`src/rtl/fedl_pkg.sv`:
```
// Shared constants, types and control structures of the feedback echo delay line.
package fedl_pkg;

	localparam int MAX_DELAY  = 32768;
	localparam int ADDR_W     = $clog2(MAX_DELAY);
	localparam int LEN_W      = 16;
	localparam int SAMPLE_W   = 16;
	localparam int DIV_W      = 9;
	localparam int CNT_W      = $clog2(SAMPLE_W);
	localparam int CFG_IDX_W  = 1;
	localparam int CFG_DATA_W = 16;

	localparam logic [LEN_W-1:0] DELAY_LEN_RST = LEN_W'(MAX_DELAY);
	localparam logic [DIV_W-1:0] FB_DIV_RST    = DIV_W'(2);

	localparam logic [CFG_IDX_W-1:0] REG_DELAY_LEN = 1'b0;
	localparam logic [CFG_IDX_W-1:0] REG_FB_DIV    = 1'b1;

	typedef enum logic [2:0] {
		ST_CLEAR,
		ST_IDLE,
		ST_LOAD,
		ST_DIV,
		ST_WRITE
	} state_t;

	typedef struct packed {
		logic clr_wr;
		logic capture;
		logic load;
		logic div_step;
		logic commit;
	} cmd_t;

	typedef struct packed {
		logic clr_last;
		logic div_last;
	} sts_t;

endpackage

```
`src/rtl/fedl_ctrl.sv`:
```
// Sequencing state machine of the feedback echo delay line.
module fedl_ctrl (
	input  logic           clk,
	input  logic           arst_n,
	input  logic           in_valid,
	output logic           in_ready,
	output logic           out_valid,
	input  logic           out_ready,
	input  fedl_pkg::sts_t sts,
	output fedl_pkg::cmd_t cmd
);
	import fedl_pkg::*;

	state_t state_q;
	state_t state_d;
	logic   out_valid_q;
	logic   out_free;

	assign out_free = !out_valid_q || out_ready;

	always_ff @(posedge clk or negedge arst_n) begin
		if (!arst_n) begin
			state_q <= ST_CLEAR;
		end else begin
			state_q <= state_d;
		end
	end

	always_comb begin
		state_d = state_q;
		unique case (state_q)
			ST_CLEAR: begin
				if (sts.clr_last) state_d = ST_IDLE;
			end
			ST_IDLE: begin
				if (in_valid) state_d = ST_LOAD;
			end
			ST_LOAD: begin
				state_d = ST_DIV;
			end
			ST_DIV: begin
				if (sts.div_last) state_d = ST_WRITE;
			end
			ST_WRITE: begin
				if (out_free) state_d = ST_IDLE;
			end
			default: begin
				state_d = ST_CLEAR;
			end
		endcase
	end

	always_comb begin
		cmd      = '0;
		in_ready = 1'b0;
		unique case (state_q)
			ST_CLEAR: begin
				cmd.clr_wr = 1'b1;
			end
			ST_IDLE: begin
				in_ready    = 1'b1;
				cmd.capture = in_valid;
			end
			ST_LOAD: begin
				cmd.load = 1'b1;
			end
			ST_DIV: begin
				cmd.div_step = 1'b1;
			end
			ST_WRITE: begin
				cmd.commit = out_free;
			end
			default: begin
				cmd = '0;
			end
		endcase
	end

	always_ff @(posedge clk or negedge arst_n) begin
		if (!arst_n) begin
			out_valid_q <= 1'b0;
		end else if (cmd.commit) begin
			out_valid_q <= 1'b1;
		end else if (out_ready) begin
			out_valid_q <= 1'b0;
		end
	end

	assign out_valid = out_valid_q;

endmodule

```
`config.mk`:
```
export PLATFORM = sky130hd
export DESIGN_NAME = fedl_ctrl
export DESIGN_NICKNAME = d
export VERILOG_FILES = /design/src/rtl/fedl_pkg.sv /design/src/rtl/fedl_ctrl.sv
export SDC_FILE = /design/constraint.sdc
export NUM_CORES = 1
export LEC_CHECK = 0
export ABC_CLOCK_PERIOD_IN_PS = 900
export BUFFER_PORTS_ARGS = -buffer_cell sky130_fd_sc_hd__buf_4
export CORE_AREA = 2 2 39 41
export DETAILED_ROUTE_END_ITERATION = 10
export DIE_AREA = 0 0 41 43
export GPL_ROUTABILITY_DRIVEN = 0
export MAX_ROUTING_LAYER = met4
export PLACE_DENSITY = 0.37
export SLEW_MARGIN = 40
export SYNTH_ARGS = -nofsm -noshare
export SYNTH_HDL_FRONTEND = slang
export SYNTH_SLANG_ARGS = --single-unit
```
`constraint.sdc`:
```
create_clock -name clk -period 0.9 [get_ports clk]
set_input_delay 0.045 -clock clk [delete_from_list [all_inputs] [get_ports clk]]
set_output_delay 0.045 -clock clk [all_outputs]
set_load 0.01 [all_outputs]
```
==> impl_results.md, run 1 <==
* TritonCTS buffer count at 3
* Die ar. at 0.00176 mm^2
* Hold WS at around 0.030 ns
* Relative slew margins at 85.0%
* Arrival @ worst endpoint at 1.12 ns
* Top Ports at 13
* XOR/XNOR Fraction of Synth Area at 0%
* Slew Viols, Final at 0
* TNS Setup at -1.81 ns
* Crit path from: state_q[0]$_DFFE_PN0P_
* Failing checks: setup timing
* Crit path buf inv count at 1
* Syn Nets at 31
* Sink Count at 4
* CP Max Fanout at 6
* Register area share after synthesis at 41.7%
* CP Launch Type: register
* VDD IR max at roughly 1.3 mV
* CP max stage cell: dfrtp_2
* Critical path, cell by cell: nor2_1 > and3_1 > buf_4
* RR Startpoint: state_q[2]$_DFFE_PN0P_
* Worst-Skew Late Latency at ~0.24 ns
* DIE WIDTH at 41 um
* Total wire length at 700 um
* Grt ovf at 0
* Clk root buf: clkbuf_4
* H-tree levels at 1
* Initial antenna violation count at 0
* Final Hold Viols at 0
* Worst Path Class, Setup: reg -> out
* WL/cell at 10.9 um
* Avg Cell Area, Syn at 9.61 um^2
* Fill cells at around 160
* Final Skew at 0.00622 ns
* Initial Util at approximately 17%
* CTS tree: done
* Top delay family on crit path: flip-flops
* Final Cycle Share at 129%
* CP max stage delay at 0.45 ns
* NetSw at 0.000530 W
* Worst setup path end: cmd[0]
* Largest family of logic cells by synthesized area: simple AND/OR/NAND/NOR gates
* Setup violators final at 10
* Die Span Y at 43 um
* Fmax at 0.858 GHz
* Initial DRT Pass Iterations at 4
* CTS Buffer Depth at 2
* Worst setup margin at -0.265 ns
* Core area at roughly 0.0014 mm^2
* Vias at 267
* RSZ-0062 raised after global routing: yes
* Combinational share of power at 61.9%
* CP endpoint kind: output pin
* Adder-cell share of the synthesized area at 0%
* Area growth from synthesis to layout at 96.4%
* Synth warn at 0
* Worst slack, placed at -0.158 ns
* Synth Instances at 25
* Final-stage net count at 56
* Reg-to-reg slack, setup at -0.23 ns
* Std cell rows at 14
* Switching share of power at about 35%
* Mux cell area share after synthesis at 4.17%
* Synth Area in Simple Gates at a little over a third
* Crit. path cell count at 3
* Vias in the first global route at between 200 and 300
* Post-DRT Antenna Nets at 0
* Worst Reg-to-Reg Cells at 4
* Area fraction in compound gates after synthesis at 13.0%
* Clk slew on worst S/H paths at approximately 0.040 ns
* Average via count per standard cell at 4.17
* Cells after DPL at 54
* Finished Layout Cells at 64
* Number of synthesized register bits at 4
* Distinct cells, synth at 19
* DRT iter0 DRCs at 1
* Port-buffer cells at 12
* Clock period minus worst slack at 1.16 ns
* Global-route wire length before repair at 1.11 mm
* Multi-input gate area in the final layout at between 100 and 150 um^2
* Ratio of cells with drive above 1 in the final layout at 64.6%
* Status: finished with violations
* Drt drc at 0
* Max-Cap Viols at 0
* Reg2reg end: state_q[0]$_DFFE_PN0P_
* Int Power at 0.000968 W
* HPWL Detailed at 499 um
* Diode count at 0
* Leak Pwr at ~0.24 nW
* Synth Cell Area at 240 um^2
* FF/Latch Area at a little over 100 um^2
* GRT Overall Usage at 10.5%
* Clk pwr share at between 10% and 20%
* Sequential power share at 23.0%
* Largest net degree at the start of global routing at 7
* PwrDens at 3180 mW/mm^2
* Worst-Margin Slew at approximately 0.22 ns
* Hold Path Class: in -> reg
* Worst Path Required at 0.85 ns
==> area by class of cell <==
cell class                 instances  share of cell area, %
tap                               16                   4.24
sequential                         4                   21.5
timing repair buffer              22                   38.7
multi-input combinational         19                   30.8
clock buffer                       3                   4.77
==> cell families after synthesis <==
family	count (synthesis)
AND/OR/NAND/NOR	14
AO/OA/AOI/OAI	4
flip-flops	4
buffers and inverters	2
multiplexers	1
==> synth_stat cells <==
library cell | n | area (um^2)
and3b_1 | 1 | 8.76
dfrtp_1 | 4 | 100
and3_1 | 1 | 6.26
nor2_2 | 1 | 6.26
nand2b_1 | 1 | 6.26
nand2b_4 | 1 | 13.8
nor3_1 | 1 | 5.00
nand2_1 | 4 | 15.0
a2bb2oi_1 | 1 | 8.76
mux2i_1 | 1 | 10.0
a21oi_1 | 1 | 5.00
nor2_1 | 1 | 3.75
and2_1 | 1 | 6.26
clkbuf_2 | 1 | 5.00
o32ai_1 | 1 | 8.76
nor3b_1 | 1 | 7.51
buf_4 | 1 | 7.51
nand3b_1 | 1 | 7.51
o2bb2ai_1 | 1 | 8.76
==> how the worst min path moves through the flow <==
stage          slack, ns                     end  cells after the start   start
2_1_floorplan      -0.25   out_valid$_DFFE_PN0P_                      0  arst_n
3_3_place_gp       -0.16   out_valid$_DFFE_PN0P_                      1  arst_n
3_5_place_dp       -0.16  state_q[2]$_DFFE_PN0P_                      1  arst_n
4_1_cts             0.02  state_q[2]$_DFFE_PN0P_                      2  sts[0]
5_1_grt             0.04  state_q[2]$_DFFE_PN0P_                      2  sts[0]
6_report            0.03  state_q[2]$_DFFE_PN0P_                      2  sts[0]
==> power by group through the flow <==
stage / clock [W] / combinational, W / sequential [W]
final: 0.000226 / 0.000927 / 0.000345
after global routing: 0.000249 / 0.00101 / 0.000361
after CTS: 0.000241 / 0.000920 / 0.000347
after detailed placement: 0 / 0.000684 / 0.000355
after global placement: 0 / 0.000685 / 0.000355
after floorplan: 0 / 0.000461 / 0.000313
==> stage by stage <==
stage | utilization, % | power [W] | cell area, um^2
after CTS | 33.5 | 0.00151 | 464
after detailed placement | 26.7 | 0.00104 | 369
after global routing | 34.1 | 0.00162 | 472
after global placement | 26.7 | 0.00104 | 369
after floorplan | - | 0.000774 | 258
final | 34.1 | 0.00150 | 472
==> layer usage <==
layer / share of wire, % / GRT usage [%]
met1: 34 / 9.45
met2: 61 / 16.3
met3: 4.9 / 1.57
met4: 0 / 12.0
met5: 0 / -
==> repair_timing <==
item	in CTS	in global routing
endpoints found under the hold margin	4	0
hold buffers	1	0
buffers inserted	5	1
resized for setup	7	0
cloned	0	0
endpoints found under the setup margin	9	10
==> registers in the layout, indices dropped and copies added, names as in the netlist <==
signal     count
state_q        3
out_valid      1
==> layout by cell type, fill, tap and decap left out <==
master / n
buf_4: 17
nand2_1: 4
buf_6: 4
clkbuf_4: 3
dfrtp_1: 3
nor3b_1: 1
nand2b_4: 1
nor2_4: 1
and3b_2: 1
nor3_2: 1
nor2_1: 1
nand2b_1: 1
and3_1: 1
and2_4: 1
o2bb2ai_1: 1
mux2i_1: 1
a2bb2oi_1: 1
o32ai_1: 1
nand3b_1: 1
a21oi_2: 1
dlygate4sd3_1: 1
dfrtp_2: 1
Power figures use the tool's default switching activity.
==> inputs of run 2 (changes only) <==
==> constraint.sdc (replaced) <==
create_clock -name clk -period 0.9 [get_ports clk]
set_input_delay 0.09 -clock clk [delete_from_list [all_inputs] [get_ports clk]]
set_output_delay 0.09 -clock clk [all_outputs]
set_load 0.01 [all_outputs]
==> impl_results.md, run 2 (same netlist as run 1, synthesis figures left out) <==
* Largest net degree at the start of global routing at 9
* Worst-Skew Late Latency at 0.23 ns
* Initial antenna violation count at 0
* Met1 Use GR at 10.1%
* GR Util met2 at 12.5%
* Worst setup margin at -0.335 ns
* Drt drc at 0
* CTS Buffer Depth at 2
* Worst Path Required at 0.81 ns
* CP Max Fanout at 7
* Vias at between 200 and 300
* Average via count per standard cell at 4.13
* Worst slack, placed at -0.149 ns
* Core area at 0.00138 mm^2
* Critical path, cell by cell: nand2b_4 > nor2_4 > and2_4 > buf_6
* DRT iter0 DRCs at 5
* VDD IR max at between 1 and 1.5 mV
* Post-DRT Antenna Nets at 0
* Placed Area at roughly 360 um^2
* CP max stage cell: dfrtp_2
* NetSw at 0.000513 W
* Final Hold Viols at 0
* Ratio of cells with drive above 1 in the final layout at 69.6%
* Int Power at 0.000959 W
* CP max stage delay at 0.44 ns
* Area growth from synthesis to layout at 93.2%
* Slew Viols, Final at 0
* Diode count at 0
* Switching share of power at between 30% and 40%
* CP Launch Type: register
* Hold WS at 0.0758 ns
* Final Skew at 0.000839 ns
* Largest Register: state_q
* CP endpoint kind: output pin
* WL/cell at 10.0 um
* Worst-Margin Slew at about 0.20 ns
* Total wire length at just over 600 um
* Port-buffer cells at 12
* Clk slew on worst S/H paths at ~0.040 ns
* Clock period minus worst slack at 1.24 ns
* Arrival @ worst endpoint at about 1.2 ns
* Final Cycle Share at 137%
* GRT Overall Usage at a little under a tenth
* PwrDens at 3170 mW/mm^2
* HPWL Detailed at 435 um
* Busiest grt layer: met2
* H-tree levels at 1
* Vias in the first global route at 249
* Grt met3 use at 3.14%
* Grt ovf at 0
* DIE WIDTH at 41 um
* CTS tree: done
* Combinational share of power at between 50% and 60%
* Worst Path Class, Setup: reg -> out
* Die Span Y at about 43 um
* Std cell rows at 14
* Max reg flops at 3
* Initial Util at between 10% and 20%
* Sink Count at 4
* Failing checks: setup timing
* Clk root buf: clkbuf_4
* Max-Cap Viols at 0
* Most common cell after layout, fill and taps aside: buf_4
* Clk pwr share at 14.5%
* Status: finished with violations
* Design Area, Final at roughly 460 um^2
* RSZ-0062 raised after global routing: yes
* Setup violators final at 9
* Leak Pwr at approximately 0.23 nW
* Final-stage net count at 54
* Relative slew margins at between 80 and 90%
* Hold Path Class: in -> reg
* Most frequent cells in the layout: buf_4, buf_6, nand2_1, clkbuf_4, dfrtp_2
* Fmax at 0.810 GHz
* Global-route wire length before repair at 993 um
* Top Ports at 13
* TritonCTS buffer count at 3
* Sequential power share at a little over a quarter
* Die ar. at between 0.0015 and 0.002 mm^2
* Initial DRT Pass Iterations at 2
==> run 2: worst max-delay path: cells and delay by family (launching register included) <==
family                 cells  cell delay [ns]
flip-flops                 1             0.44
AND/OR/NAND/NOR            3             0.39
buffers and inverters      1             0.09
==> run 2: path summary, 6_finish.rpt <==
kind,start,endpoint,slack (ns),cells past startpoint
max,state_q[1]$_DFFE_PN0P_,cmd[3],-0.34,4
min,sts[0],state_q[2]$_DFFE_PN0P_,0.08,2
max reg2reg,state_q[2]$_DFFE_PN0P_,state_q[0]$_DFFE_PN0P_,-0.15,3
min reg2reg,out_valid$_DFFE_PN0P_,out_valid$_DFFE_PN0P_,0.58,2
max in group asynchronous,arst_n,state_q[2]$_DFFE_PN0P_,0.60,2
min in group asynchronous,arst_n,state_q[1]$_DFFE_PN0P_,0.20,2
==> run 2: power by group through the flow <==
stage,Sequential (W),Combinational (W),Clock (W)
floorplan,0.000313,0.000461,0
global placement,0.000389,0.000625,0
detailed placement,0.000389,0.000627,0
CTS,0.000394,0.000733,0.000224
global route,0.000401,0.000942,0.000248
finish,0.000385,0.000873,0.000213
==> run 2: metal layers <==
metal | wire length [um] | up-vias
met2 | 341 | 8
met3 | 38 | 0
li1 | - | 130
met5 | 0 | -
met4 | 0 | 0
met1 | 242 | 118
==> run 2: repair_timing <==
| item | 4_1_cts | 5_1_grt |
|---|---|---|
| pin swaps | 1 | 1 |
| hold endpoints to repair | 4 | 0 |
| setup endpoints to repair | 8 | 9 |
| gates resized for setup | 6 | 4 |
| buffers inserted | 2 | 3 |
| gates cloned | 0 | 0 |
| hold buffers | 1 | 0 |
==> run 2: per-stage QoR <==
| stage | utilization, % | power (W) | TNS, ns | instances |
|---|---|---|---|---|
| 2_1_floorplan | - | 0.000774 | -0.199 | 25 |
| 3_3_place_gp | 26.1 | 0.00101 | -0.819 | 53 |
| 3_5_place_dp | 26.1 | 0.00102 | -0.825 | 53 |
| 4_1_cts | 30.7 | 0.00135 | -2.09 | 59 |
| 5_1_grt | 33.5 | 0.00159 | -2.56 | 62 |
| 6_report | 33.5 | 0.00147 | -2.09 | 62 |
==> run 2: area by class of cell <==
class | count | area, um^2
timing repair buffer | 20 | 168
fill | 164 | 920
clock buffer | 3 | 22.5
sequential | 4 | 104
tap | 16 | 20.0
multi-input combinational | 19 | 150
==> inputs of run 3 (changes only) <==
--- a/config.mk
+++ b/config.mk
@@ -5,14 +5,15 @@
 export SDC_FILE = /design/constraint.sdc
 export NUM_CORES = 1
 export LEC_CHECK = 0
-export ABC_CLOCK_PERIOD_IN_PS = 900
+export ABC_CLOCK_PERIOD_IN_PS = 1600
 export BUFFER_PORTS_ARGS = -buffer_cell sky130_fd_sc_hd__buf_4
 export CORE_AREA = 2 2 39 41
+export CTS_BUF_LIST = sky130_fd_sc_hd__clkbuf_16
 export DETAILED_ROUTE_END_ITERATION = 10
 export DIE_AREA = 0 0 41 43
 export GPL_ROUTABILITY_DRIVEN = 0
 export MAX_ROUTING_LAYER = met4
-export PLACE_DENSITY = 0.37
+export PLACE_DENSITY = 0.36
 export SLEW_MARGIN = 40
 export SYNTH_ARGS = -nofsm -noshare
 export SYNTH_HDL_FRONTEND = slang
==> constraint.sdc (replaced) <==
create_clock -name clk -period 1.6 [get_ports clk]
set_input_delay 0.16 -clock clk [delete_from_list [all_inputs] [get_ports clk]]
set_output_delay 0.16 -clock clk [all_outputs]
set_load 0.01 [all_outputs]
==> impl_results.md, run 3 (same netlist as run 1, synthesis figures left out) <==
* Status: complete, no violations
* Top delay family on crit path: flip-flops
* RR Startpoint: state_q[1]$_DFFE_PN0P_
* Die ar. at 0.00176 mm^2
* H-tree levels at 1
* Clk root buf: clkbuf_16
* Max-Cap Viols at 0
* Crit path from: state_q[1]$_DFFE_PN0P_
* GRT Overall Usage at 8.88%
* Crit path buf inv count at 1
* Worst min-delay path startpoint: sts[0]
* Final Skew at 0.00145 ns
* Top Ports at 13
* Reg-to-reg slack, setup at 0.54 ns
* Slew Viols, Final at 0
* Worst Reg-to-Reg Cells at 3
* Worst slack, placed at 0.456 ns
* Most common cell after layout, fill and taps aside: buf_4
* Ratio of cells with drive above 1 in the final layout at 43.6%
* Drt drc at 0
* Vias in the first global route at 246
* Largest net degree at the start of global routing at 10
* Sink Count at 4
* Worst-Margin Slew at 0.303 ns
* Worst Path Class, Setup: reg -> out
* Global-route wire length before repair at around 970 um
* Total wire length at 607 um
* CTS Buffer Depth at 2
* Worst Hold Depth at 2
* Clk slew on worst S/H paths at 0.03 ns
* CP endpoint kind: output pin
* CP Max Fanout at 9
* RSZ-0062 raised after global routing: no
* Diode count at 0
* Post-DRT Antenna Nets at 0
* Area growth from synthesis to layout at 76.0%
* Worst setup path end: cmd[3]
* Tot Pwr at 0.000909 W
* Crit. path cell count at 4
* Largest Register: state_q
* CP max stage cell: dfrtp_1
* CP max stage delay at 0.47 ns
* Clock period minus worst slack at 1.38 ns
* DIE WIDTH at 41 um
* Relative slew margins at 79.8%
* Worst-Skew Late Latency at 0.22 ns
* CTS tree: done
* Leak Pwr at 0.208 nW
* Core area at 0.00138 mm^2
* TritonCTS buffer count at 3
* Final Cycle Share at 86.1%
* TNS Setup at 0 ns
* Fmax at 0.726 GHz
* Critical path, cell by cell: nand2b_4 > nor2_2 > and2_1 > buf_4
* DRT iter0 DRCs at 6
* Hold Path Class: in -> reg
* WL/cell at about 11 um
* Initial Util at 17.4%
* Initial DRT Pass Iterations at 2
* Arrival @ worst endpoint at between 1 and 1.5 ns
* PwrDens at 2150 mW/mm^2
* Std cell rows at 14
* Reg2reg end: state_q[0]$_DFFE_PN0P_
* Final Hold Viols at 0
* Port-buffer cells at 12
* VDD IR max at 0.591 mV
* Worst setup margin at 0.222 ns
* Most frequent cells in the layout: buf_4, nand2_1, dfrtp_1, clkbuf_16
* Setup violators final at 0
* Grt ovf at 0
* Initial antenna violation count at 0
* CP Launch Type: register
* Final-stage net count at 47
* Worst Path Required at 1.44 ns
* Average via count per standard cell at 4.20
* Vias at ~230
* Max reg flops at 3
* Die Span Y at 43 um
run 3: through the flow:
step	std cells	area, um^2	utilization, %	hold slack (ns)
2_1_floorplan	25	240	-	-0.136
3_3_place_gp	51	338	24.4	-0.0437
3_5_place_dp	51	338	24.4	-0.0421
4_1_cts	55	423	30.6	0.173
5_1_grt	55	423	30.6	0.173
6_report	55	423	30.6	0.172
run 3: timing repair:
action,in CTS,in global routing
hold buffers,1,0
resized for setup,0,0
setup buffers,0,0
hold endpoints to repair,4,0
run 3: power by group:
group / internal, W / leakage [nW] / total [W] / switching (W)
Clock: 0.000319 / 0.0370 / 0.000383 / 0.0000640
Combinational: 0.000181 / 0.119 / 0.000309 / 0.000128
Sequential: 0.000138 / 0.0516 / 0.000217 / 0.0000789
Total: 0.000638 / 0.208 / 0.000909 / 0.000271
run 3: how the worst min path moves through the flow:
stage	endpoint	slack, ns
floorplan	out_valid$_DFFE_PN0P_	-0.14
global placement	out_valid$_DFFE_PN0P_	-0.04
detailed placement	out_valid$_DFFE_PN0P_	-0.04
CTS	state_q[2]$_DFFE_PN0P_	0.17
global route	state_q[2]$_DFFE_PN0P_	0.17
finish	state_q[2]$_DFFE_PN0P_	0.17
run 3: area by class of cell:
type / instances / area (um^2)
well taps: 16 / 20.0
fillers: 155 / 961
clock buffers: 3 / 75.1
flip-flops and latches: 4 / 100
repair buffers: 13 / 100
multi-input cells: 19 / 128
run 3: routing by layer:
metal	share of wire, %	track usage [%]	vias up
li1	-	-	117
met2	54	12.8	8
met5	0	-	-
met3	5.1	3.14	0
met4	0	8.00	0
met1	40	8.79	106
